--- config.mk ---
export PLATFORM = sky130hd
export DESIGN_NAME = score_run_ratio_classifier_top
export DESIGN_NICKNAME = d
export VERILOG_FILES = /design/src/srrc_pkg.sv /design/src/score_run_ratio_classifier_top.sv /design/src/srrc_mul.sv
export SDC_FILE = /design/constraint.sdc
export NUM_CORES = 1
export LEC_CHECK = 0
export ABC_AREA = 1
export BUFFER_PORTS_ARGS = -buffer_cell sky130_fd_sc_hd__buf_2
export CAP_MARGIN = 10
export CORE_ASPECT_RATIO = 1.4
export CORE_MARGIN = 2
export CORE_UTILIZATION = 30
export CTS_CLUSTER_DIAMETER = 60
export DETAILED_ROUTE_END_ITERATION = 6
export REMOVE_ABC_BUFFERS = 1
export SLEW_MARGIN = 10
export SYNTH_ARGS = -nofsm -noshare
export SYNTH_HDL_FRONTEND = slang
export SYNTH_HIERARCHICAL = 1
export SYNTH_SLANG_ARGS = --single-unit
--- constraint.sdc ---
create_clock -name clk -period 3 [get_ports clk]
set_clock_uncertainty 0.1 [all_clocks]
set_input_delay 0.75 -clock clk [delete_from_list [all_inputs] [get_ports clk]]
set_output_delay 0.75 -clock clk [all_outputs]
set_load 0.01 [all_outputs]
--- src/srrc_pkg.sv ---
// Package for the score run ratio classifier.
// Holds field widths, register indexes, verdict codes and the multiplier interface structs.
// No dependencies.
package srrc_pkg;

    localparam int SCORE_W   = 16;
    localparam int COUNT_W   = 13;
    localparam int TOTAL_W   = 28;
    localparam int RUN_W     = 12;
    localparam int RATIO_W   = 16;
    localparam int CFG_IDX_W = 2;
    localparam int CFG_DAT_W = 16;
    localparam int DEC_W     = 2;

    // Shared multiplier: 57-bit product, 16-bit multiplier, one bit per cycle.
    localparam int PROD_W    = 57;
    localparam int MUL_B_W   = 16;
    localparam int MUL_CNT_W = $clog2(MUL_B_W);

    localparam logic [COUNT_W-1:0] COUNT_MAX = {COUNT_W{1'b1}};
    localparam logic [TOTAL_W-1:0] TOTAL_MAX = {TOTAL_W{1'b1}};

    localparam logic [CFG_IDX_W-1:0] CFG_LOW_LEVEL   = 2'd0;
    localparam logic [CFG_IDX_W-1:0] CFG_MIN_LOW_RUN = 2'd1;
    localparam logic [CFG_IDX_W-1:0] CFG_RATIO_Q8    = 2'd2;

    localparam logic [DEC_W-1:0] DEC_EMPTY     = 2'd0;
    localparam logic [DEC_W-1:0] DEC_NO_HIGH   = 2'd1;
    localparam logic [DEC_W-1:0] DEC_SHORT_RUN = 2'd2;
    localparam logic [DEC_W-1:0] DEC_RATIO     = 2'd3;

    typedef struct packed {
        logic start;
    } mul_ctrl_t;

    typedef struct packed {
        logic busy;
        logic done;
    } mul_stat_t;

endpackage

--- src/score_run_ratio_classifier_top.sv ---
// Top level of the score run ratio classifier.
// Accumulates window scores and sequences the final ratio compare; depends on srrc_pkg, srrc_mul.
//
//  Channel  | Handshake           | Payload
//  ---------+---------------------+--------------------------------------
//  in       | in_valid / in_ready | score[15:0], skip, last
//  out      | out_valid/out_ready | verdict, decided_by[1:0]
//  cfg      | cfg_valid/cfg_ready | cfg_index[1:0], cfg_data[15:0]
//
// A request that is not last is taken in the idle state and updates the counts and totals.
// A last request goes from the decide state straight to delivery when the verdict is settled
// without arithmetic; when the averages are compared, it waits on the shared shift-and-add
// multiplier, which retires one multiplier bit per cycle over three 16-step products.
// Input is not taken while a verdict is being worked out, nor while a finished verdict waits
// behind an earlier one that the output side has not yet taken.
// Reset clears the registers, counts and totals at once; there is no clearing pass.
module score_run_ratio_classifier_top
    import srrc_pkg::*;
#(
    parameter int SCORE_BITS = 16
)
(
    input  logic                 clk,
    input  logic                 rst_n,
    input  logic                 in_valid,
    output logic                 in_ready,
    input  logic [SCORE_W-1:0]   score,
    input  logic                 skip,
    input  logic                 last,
    output logic                 out_valid,
    input  logic                 out_ready,
    output logic                 verdict,
    output logic [DEC_W-1:0]     decided_by,
    input  logic                 cfg_valid,
    output logic                 cfg_ready,
    input  logic [CFG_IDX_W-1:0] cfg_index,
    input  logic [CFG_DAT_W-1:0] cfg_data
);

    // Only the low SCORE_BITS bits of a score take part, and never more than the port carries.
    localparam int UsedBits = (SCORE_BITS < SCORE_W) ? SCORE_BITS : SCORE_W;
    localparam logic [SCORE_W-1:0] ScoreMask = {SCORE_W{1'b1}} >> (SCORE_W - UsedBits);

    typedef enum logic [2:0] {
        ST_IDLE,
        ST_DECIDE,
        ST_LHS,
        ST_RHS_A,
        ST_RHS_B,
        ST_DELIVER
    } state_t;

    state_t state_reg;

    // Configuration registers.
    logic [SCORE_W-1:0] low_level_reg;
    logic [RUN_W-1:0]   min_low_run_reg;
    logic [RATIO_W-1:0] ratio_q8_reg;

    // Sequence state.
    logic [COUNT_W-1:0] low_count_reg;
    logic [TOTAL_W-1:0] low_total_reg;
    logic [COUNT_W-1:0] high_count_reg;
    logic [TOTAL_W-1:0] high_total_reg;
    logic               seen_any_reg;

    // Verdict working registers and the output register.
    logic [PROD_W-1:0]  lhs_reg;
    logic               res_verdict_reg;
    logic [DEC_W-1:0]   res_dec_reg;
    logic               out_valid_reg;
    logic               verdict_reg;
    logic [DEC_W-1:0]   decided_by_reg;

    // Multiplier operands, launched in the cycle after they are chosen.
    logic               mul_start_reg;
    logic [PROD_W-1:0]  mul_a_reg;
    logic [MUL_B_W-1:0] mul_b_reg;
    mul_ctrl_t          mul_ctrl;
    mul_stat_t          mul_stat;
    logic [PROD_W-1:0]  mul_prod;

    logic               in_take;
    logic [SCORE_W-1:0] score_used;
    logic               is_low;
    logic               short_run;
    logic [TOTAL_W:0]   low_sum;
    logic [TOTAL_W:0]   high_sum;
    logic [COUNT_W-1:0] low_count_inc;
    logic [COUNT_W-1:0] high_count_inc;
    logic [TOTAL_W-1:0] low_total_add;
    logic [TOTAL_W-1:0] high_total_add;

    assign in_ready  = (state_reg == ST_IDLE);
    assign in_take   = in_valid && in_ready;
    assign cfg_ready = 1'b1;

    assign score_used = score & ScoreMask;
    assign is_low     = (score_used <= low_level_reg);
    // A low run shorter than the minimum; used both at a high score and at the verdict.
    assign short_run  = (low_count_reg < COUNT_W'(min_low_run_reg));

    // Saturating updates of the counts and totals.
    assign low_sum  = {1'b0, low_total_reg} + (TOTAL_W + 1)'(score_used);
    assign high_sum = {1'b0, high_total_reg} + (TOTAL_W + 1)'(score_used);
    assign low_total_add  = low_sum[TOTAL_W] ? TOTAL_MAX : low_sum[TOTAL_W-1:0];
    assign high_total_add = high_sum[TOTAL_W] ? TOTAL_MAX : high_sum[TOTAL_W-1:0];
    assign low_count_inc  = (low_count_reg == COUNT_MAX) ? COUNT_MAX : low_count_reg + 1'b1;
    assign high_count_inc = (high_count_reg == COUNT_MAX) ? COUNT_MAX : high_count_reg + 1'b1;

    assign mul_ctrl.start = mul_start_reg;

    srrc_mul u_mul (
        .clk   (clk),
        .rst_n (rst_n),
        .ctrl  (mul_ctrl),
        .a     (mul_a_reg),
        .b     (mul_b_reg),
        .stat  (mul_stat),
        .prod  (mul_prod)
    );

    always_ff @(posedge clk or negedge rst_n)
    begin
        if (!rst_n)
        begin
            state_reg       <= ST_IDLE;
            low_level_reg   <= '0;
            min_low_run_reg <= '0;
            ratio_q8_reg    <= '0;
            low_count_reg   <= '0;
            low_total_reg   <= '0;
            high_count_reg  <= '0;
            high_total_reg  <= '0;
            seen_any_reg    <= 1'b0;
            lhs_reg         <= '0;
            res_verdict_reg <= 1'b0;
            res_dec_reg     <= DEC_EMPTY;
            out_valid_reg   <= 1'b0;
            verdict_reg     <= 1'b0;
            decided_by_reg  <= DEC_EMPTY;
            mul_start_reg   <= 1'b0;
            mul_a_reg       <= '0;
            mul_b_reg       <= '0;
        end
        else
        begin
            mul_start_reg <= 1'b0;

            if (cfg_valid && cfg_ready)
            begin
                unique case (cfg_index)
                    CFG_LOW_LEVEL:   low_level_reg   <= cfg_data;
                    CFG_MIN_LOW_RUN: min_low_run_reg <= cfg_data[RUN_W-1:0];
                    CFG_RATIO_Q8:    ratio_q8_reg    <= cfg_data[RATIO_W-1:0];
                    default:         ;
                endcase
            end

            if (out_valid_reg && out_ready)
            begin
                out_valid_reg <= 1'b0;
            end

            unique case (state_reg)
                ST_IDLE:
                begin
                    if (in_take)
                    begin
                        if (!skip)
                        begin
                            seen_any_reg <= 1'b1;
                            if (is_low)
                            begin
                                low_count_reg <= low_count_inc;
                                low_total_reg <= low_total_add;
                            end
                            else
                            begin
                                high_count_reg <= high_count_inc;
                                high_total_reg <= high_total_add;
                                if (short_run)
                                begin
                                    low_count_reg <= '0;
                                end
                            end
                        end
                        if (last)
                        begin
                            state_reg <= ST_DECIDE;
                        end
                    end
                end

                ST_DECIDE:
                begin
                    priority if (!seen_any_reg)
                    begin
                        res_verdict_reg <= 1'b0;
                        res_dec_reg     <= DEC_EMPTY;
                        state_reg       <= ST_DELIVER;
                    end
                    else if (high_count_reg == '0)
                    begin
                        res_verdict_reg <= 1'b1;
                        res_dec_reg     <= DEC_NO_HIGH;
                        state_reg       <= ST_DELIVER;
                    end
                    else if (short_run)
                    begin
                        res_verdict_reg <= 1'b1;
                        res_dec_reg     <= DEC_SHORT_RUN;
                        state_reg       <= ST_DELIVER;
                    end
                    else if (low_count_reg == '0)
                    begin
                        // No low average to compare against: the compare fails.
                        res_verdict_reg <= 1'b0;
                        res_dec_reg     <= DEC_RATIO;
                        state_reg       <= ST_DELIVER;
                    end
                    else
                    begin
                        // First product: high_total * low_count.
                        mul_a_reg     <= PROD_W'(high_total_reg);
                        mul_b_reg     <= MUL_B_W'(low_count_reg);
                        mul_start_reg <= 1'b1;
                        state_reg     <= ST_LHS;
                    end
                end

                ST_LHS:
                begin
                    if (mul_stat.done)
                    begin
                        // The left side carries the Q8.8 scale of the ratio.
                        lhs_reg       <= {mul_prod[PROD_W-9:0], 8'b0};
                        mul_a_reg     <= PROD_W'(low_total_reg);
                        mul_b_reg     <= ratio_q8_reg;
                        mul_start_reg <= 1'b1;
                        state_reg     <= ST_RHS_A;
                    end
                end

                ST_RHS_A:
                begin
                    if (mul_stat.done)
                    begin
                        mul_a_reg     <= mul_prod;
                        mul_b_reg     <= MUL_B_W'(high_count_reg);
                        mul_start_reg <= 1'b1;
                        state_reg     <= ST_RHS_B;
                    end
                end

                ST_RHS_B:
                begin
                    if (mul_stat.done)
                    begin
                        res_verdict_reg <= (lhs_reg < mul_prod);
                        res_dec_reg     <= DEC_RATIO;
                        state_reg       <= ST_DELIVER;
                    end
                end

                ST_DELIVER:
                begin
                    // Wait until the output register is free, then start a fresh sequence.
                    if (!out_valid_reg || out_ready)
                    begin
                        out_valid_reg  <= 1'b1;
                        verdict_reg    <= res_verdict_reg;
                        decided_by_reg <= res_dec_reg;
                        low_count_reg  <= '0;
                        low_total_reg  <= '0;
                        high_count_reg <= '0;
                        high_total_reg <= '0;
                        seen_any_reg   <= 1'b0;
                        state_reg      <= ST_IDLE;
                    end
                end

                default:
                begin
                    state_reg <= ST_IDLE;
                end
            endcase
        end
    end

    assign out_valid  = out_valid_reg;
    assign verdict    = verdict_reg;
    assign decided_by = decided_by_reg;

`ifndef SYNTHESIS
    a_start_when_free: assert property (@(posedge clk) disable iff (!rst_n)
        mul_start_reg |-> !mul_stat.busy)
        else $error("multiplier started while still busy");

    a_empty_fails: assert property (@(posedge clk) disable iff (!rst_n)
        (out_valid && decided_by == DEC_EMPTY) |-> !verdict)
        else $error("empty sequence reported as passing");

    a_early_pass: assert property (@(posedge clk) disable iff (!rst_n)
        (out_valid && (decided_by == DEC_NO_HIGH || decided_by == DEC_SHORT_RUN)) |-> verdict)
        else $error("early decision reported as failing");

    a_last_stops_input: assert property (@(posedge clk) disable iff (!rst_n)
        (in_valid && in_ready && last) |=> !in_ready)
        else $error("input taken while a verdict is pending");

    a_high_total_consistent: assert property (@(posedge clk) disable iff (!rst_n)
        (high_count_reg == '0) |-> (high_total_reg == '0))
        else $error("high total without any high score");
`endif

endmodule

--- src/srrc_mul.sv ---
// Shift-and-add multiplier shared by the ratio compare.
// Retires one multiplier bit per cycle; depends on srrc_pkg.
module srrc_mul
    import srrc_pkg::*;
(
    input  logic                clk,
    input  logic                rst_n,
    input  mul_ctrl_t           ctrl,
    input  logic [PROD_W-1:0]   a,
    input  logic [MUL_B_W-1:0]  b,
    output mul_stat_t           stat,
    output logic [PROD_W-1:0]   prod
);

    logic [PROD_W-1:0]    a_reg;
    logic [MUL_B_W-1:0]   b_reg;
    logic [PROD_W-1:0]    acc_reg;
    logic [MUL_CNT_W-1:0] cnt_reg;
    logic                 busy_reg;
    logic                 done_reg;
    logic [PROD_W-1:0]    acc_next;

    assign acc_next = acc_reg + (b_reg[0] ? a_reg : '0);

    always_ff @(posedge clk or negedge rst_n)
    begin
        if (!rst_n)
        begin
            busy_reg <= 1'b0;
            done_reg <= 1'b0;
            cnt_reg  <= '0;
        end
        else
        begin
            done_reg <= 1'b0;
            if (ctrl.start)
            begin
                busy_reg <= 1'b1;
                cnt_reg  <= '0;
            end
            else if (busy_reg)
            begin
                cnt_reg <= cnt_reg + 1'b1;
                if (cnt_reg == MUL_CNT_W'(MUL_B_W - 1))
                begin
                    busy_reg <= 1'b0;
                    done_reg <= 1'b1;
                end
            end
        end
    end

    always_ff @(posedge clk)
    begin
        if (ctrl.start)
        begin
            a_reg   <= a;
            b_reg   <= b;
            acc_reg <= '0;
        end
        else if (busy_reg)
        begin
            acc_reg <= acc_next;
            a_reg   <= {a_reg[PROD_W-2:0], 1'b0};
            b_reg   <= {1'b0, b_reg[MUL_B_W-1:1]};
        end
    end

    assign stat.busy = busy_reg;
    assign stat.done = done_reg;
    assign prod      = acc_reg;

endmodule

# --- Word level (Yosys, flattened, before mapping) ---
# Cells that the tools add are included.
op_classes:
  n_reduce_logical: 25
  order_cmp: 3
  add_sub_neg: 6
  eq_ne: 25
  muxes: 86
ops:
  columns: ["operator", "count"]
  rows:
  - ["2-to-1 mux 57 bit", 9]
  - ["2-to-1 mux 28 bit", 9]
  - ["one-hot mux 57 bit (3 select lines)", 1]
  - ["2-to-1 mux 13 bit", 10]
  - ["2-to-1 mux 16 bit", 8]
  - ["one-hot mux 28 bit (2 select lines)", 2]
  - ["adder 28 x 16 -> 29 bit", 2]
  - ["adder 57 bit", 1]
  - ["< comparator 57 bit", 1]
  - ["one-hot mux 13 bit (2 select lines)", 2]
  - ["one-hot mux 16 bit (3 select lines)", 1]
  - ["2-to-1 mux 3 bit", 10]
  - ["adder 13 x 1 -> 13 bit (second input constant)", 2]
  - ["== test 13 bit (second input constant)", 2]
  - ["zero test 13 bit", 2]
  - ["2-to-1 mux 1 bit", 22]
  - ["one-hot mux 3 bit (6 select lines)", 1]
  - ["less-or-equal comparator 16 bit", 1]
  - ["AND reduction 5 bit", 3]
  - ["!= test 2 bit (second input constant)", 7]
  - ["< comparator 13 x 12 -> 1 bit", 1]
  - ["!= test 2 x 1 -> 1 bit (second input constant)", 6]
  - ["2-to-1 mux 2 bit", 5]
  - ["AND reduction 2 bit", 5]
  - ["24 further kinds", 32]
totals:
  input_bits: 41
  out_inout_bits: 6
  regBits: 396
  word_cells: 169

# --- Longest topological paths before layout ---
logic_depth:
  ltp_word: 6
  ltp_mapped: 19
  ltp_nobuf: 17

# --- Hierarchy ---
# The synthesis kept the hierarchy.
modules_own_cells:
  columns: ["module", "area_per_inst_um2", "instances", "cells_each", "seq_area_each_um2"]
  rows:
  - ["score_run_ratio_classifier_top", 16543.4, 1, 2304, 6506.2]
  - ["srrc_mul", 11115.7, 1, 1863, 3483.3]

# --- Worst setup path after synthesis ---
# OpenSTA, ideal clock, no wires.
synth_path:
  path_kind: "flip-flop to flip-flop"
  from: "reg u_mul.busy_reg"
  to: "reg u_mul.a_reg[0], enable pin"
  period_less_slack_ns: 2.679
  arrival_ns: 2.152
  path_buffers: 1
  slack_ns: 0.321
  path_stages_with_launch: 4
  setup_time_ns: 0.427
  required_ns: 2.473
  cell_sequence: "dfrtp_1 > clkbuf_1 > nor2_1 > inv_1"
synth_between:
  elab_chain_cells: 1
synth_rtl:
  columns: ["element", "line", "source"]
  rows:
  - ["start: declaration", "srrc_mul.sv:19", "logic busy_reg;"]
  - ["start signal: assignment", "srrc_mul.sv:29", "busy_reg <= 1'b0;"]
  - ["start signal: assignment", "srrc_mul.sv:38", "busy_reg <= 1'b1;"]
  - ["start signal: assignment", "srrc_mul.sv:46", "busy_reg <= 1'b0;"]
  - ["nonzero test 2 bit (no source line)", null, null]
  - ["end signal: assignment", "srrc_mul.sv:64", "a_reg <= {a_reg[PROD_W-2:0], 1'b0};"]
  - ["end: declaration", "srrc_mul.sv:15", "logic [PROD_W-1:0] a_reg;"]
# No other way between the ends.
# A chain may end at the register's enable or synchronous reset.

# --- Worst setup path after layout ---
layout_path:
  from: "reg u_mul.b_reg[0]"
  to: "reg u_mul.acc_reg[44], in the netlist u_mul/prod[44]"
layout_between:
  elab_chain_cells: 2
layout_rtl:
  columns: ["element", "line", "source"]
  rows:
  - ["start: declaration", "srrc_mul.sv:16", "logic [MUL_B_W-1:0] b_reg;"]
  - ["start signal: assignment", "srrc_mul.sv:65", "b_reg <= {1'b0, b_reg[MUL_B_W-1:1]};"]
  - ["2-to-1 mux 57 bit", "srrc_mul.sv:23", "assign acc_next = acc_reg + (b_reg[0] ? a_reg : '0);"]
  - ["adder 57 bit", "srrc_mul.sv:23", null]
  - ["end signal: assignment", "srrc_mul.sv:63", "acc_reg <= acc_next;"]
  - ["end: declaration", "srrc_mul.sv:17", "logic [PROD_W-1:0] acc_reg;"]
# No other way between the ends.

==> impl_metrics.env <==
export IMPL_reg2regPathDepth=15
export IMPL_crit_end="u_mul/prod[44]$_SDFFE_PP0P_"
export IMPL_finalSetupViolCount=0
export IMPL_cp_max_fo=27
export IMPL_port_buffers=45
export IMPL_postSynthCellCount=4166
export IMPL_core_rowCount=131
export IMPL_ant_nets=0
export IMPL_place_area_mm2=0.0299
export IMPL_period_needed_ns=2.82
export IMPL_fin_crit_sh_pct=93.9
export IMPL_vias_per_cell=4.62
export IMPL_final_cell_mix="1532 x nand2_1, 655 x inv_1, 410 x nor2_1"
export IMPL_power_density_mw_per_mm2=393
export IMPL_cts_max_level=2
export IMPL_crit_arrival_ns=3.23
export IMPL_start_util_pct=30.3
export IMPL_vias=25500
export IMPL_tritoncts="built"
export IMPL_seqCellArea_mm2=0.00999
export IMPL_r2r_start="u_mul/b_reg[0]$_DFFE_PP_"
export IMPL_antenna_cells=0
export IMPL_r2r_slack_ns=0.18
export IMPL_clock_tree_buffer_depth=3
export IMPL_required_ns=3.41
export IMPL_fin_area_mm2=0.0316
export IMPL_die_x_um=261
export IMPL_wirelength_um=86400
export IMPL_nNetsFinal=4484
export IMPL_hold_viol=0
export IMPL_dr_pass1_iters=5
export IMPL_max_cap_violations=0
export IMPL_grt_max_degree=99
export IMPL_p_total_mw=12.4
export IMPL_die_y_um=363
export IMPL_grt_pass1_vias=24800
export IMPL_clock_sinks=396
export IMPL_dp_hpwl_um=68600
export IMPL_vdd_ir_drop_max_mv=0.634
export IMPL_syn_avg_cell_area_um2=6.64
export IMPL_worstSetupEndpointType="flip-flop"
export IMPL_synth_area_mm2=0.0277
export IMPL_rsz0062_at_grt="false"
export IMPL_fin_tns_setup_ns=0
export IMPL_fmax_ghz=0.355
export IMPL_power_leakage_nw=16.8
export IMPL_drt_first_iter_violations=1581
export IMPL_fp_dieArea_mm2=0.0946
export IMPL_drive_gt1_share_pct=8.62
export IMPL_area_delta_synth_final_pct=14.2
export IMPL_antenna_found_initial=0
export IMPL_grt_first_pass_wirelength_um=136000
export IMPL_critPathKind="flip-flop to flip-flop"
export IMPL_worstSkewPairLatency_ns=0.62
export IMPL_hp_class="input port to flip-flop"
export IMPL_cts_root_buffer="clkbuf_16"
export IMPL_final_common_cell="nand2_1"
export IMPL_drc_errors=0
export IMPL_grt_overflow_total=0
export IMPL_wire_per_inst_um=15.7
export IMPL_worst_slew_pin_slew_ns=0.919
export IMPL_grtUsageTotal_pct=18.3
export IMPL_core_area_mm2=0.0913
export IMPL_nFillCells=9906
export IMPL_status="finished, final reports clean"
export IMPL_cts_buffers_inserted=51
export IMPL_yosysWarnings=6
export IMPL_ios=47
export IMPL_globalplace_congestion=0.973
export IMPL_path_clk_slew_ns=0.06
export IMPL_startpoint_type="flip-flop"
export IMPL_drv_slew=0
export IMPL_startpoint="u_mul/b_reg[0]$_DFFE_PP_"
export IMPL_worstReg2RegEnd="u_mul/prod[44]$_SDFFE_PP0P_"
export IMPL_max_slew_margin_pct=38.6
export IMPL_multi_input_area_mm2=0.0146
critical path, stage by stage, from the launching register on:
cell,delay [ns]
edfxtp_1,0.41
buf_12,0.18
buf_6,0.18
nand2_1,0.13
inv_1,0.07
ha_1,0.31
nand2_1,0.10
buf_4,0.15
nor2_2,0.13
nand2_1,0.16
nor2_1,0.20
nand3_1,0.19
nand4_1,0.15
nand3_1,0.10
nand2_1,0.09
inv_1,0.03
worst min-delay path by stage:
stage	start	to	slack [ns]	depth (start not counted)
after floorplan	u_mul/cnt_reg[3]$_DFFE_PN0P_	u_mul/cnt_reg[3]$_DFFE_PN0P_	0.34	1
after global placement	u_mul/cnt_reg[3]$_DFFE_PN0P_	u_mul/cnt_reg[3]$_DFFE_PN0P_	0.35	1
after detailed placement	u_mul/cnt_reg[3]$_DFFE_PN0P_	u_mul/cnt_reg[3]$_DFFE_PN0P_	0.36	1
after CTS	out_ready	out_valid$_DFF_PN0_	0.21	2
after global routing	out_ready	out_valid$_DFF_PN0_	0.22	2
final	out_ready	out_valid$_DFF_PN0_	0.24	2
through the flow:
step	hold slack (ns)	util (%)	setup WS [ns]	std cells
after global placement	0.351	32.7	0.0828	5414
after floorplan	0.338	-	-2.13	4056
after global routing	0.220	34.6	0.00102	5511
after CTS	0.205	34.6	0.0575	5511
final	0.242	34.6	0.183	5511
after detailed placement	0.359	32.7	0.0739	5414
power by group:
| part | internal (mW) | switching (mW) | total [mW] |
|---|---|---|---|
| combinational | 0.202 | 0.411 | 0.613 |
| clock | 3.51 | 2.68 | 6.19 |
| sequential | 5.55 | 0.0677 | 5.62 |
| total | 9.26 | 3.16 | 12.4 |
timing repair:
item                                   4_1_cts  5_1_grt
setup buffers                                0        0
endpoints found under the hold margin       38        0
resized for setup                            0        7
hold buffers                                 1        0
setup endpoints to repair                    0        9
layout make-up:
| cell class | instances | area share, % |
|---|---|---|
| clock buffer | 59 | 4.20 |
| clock inverter | 37 | 1.17 |
| inverter | 677 | 8.04 |
| multi-input combinational | 2983 | 46.2 |
| sequential | 396 | 31.6 |
| tap | 1197 | 4.74 |
| timing repair buffer | 162 | 3.98 |
routing by layer:
| metal | up-vias | GRT usage [%] | part of all wire [%] |
|---|---|---|---|
| met2 | 447 | 34.4 | 52 |
| met3 | 188 | 2.11 | 3.1 |
| li1 | 13200 | - | - |
| met4 | 0 | 8.45 | 5.0 |
| met1 | 11600 | 20.5 | 40 |
| met5 | - | 0 | 0 |
Power figures use the tool's default switching activity.
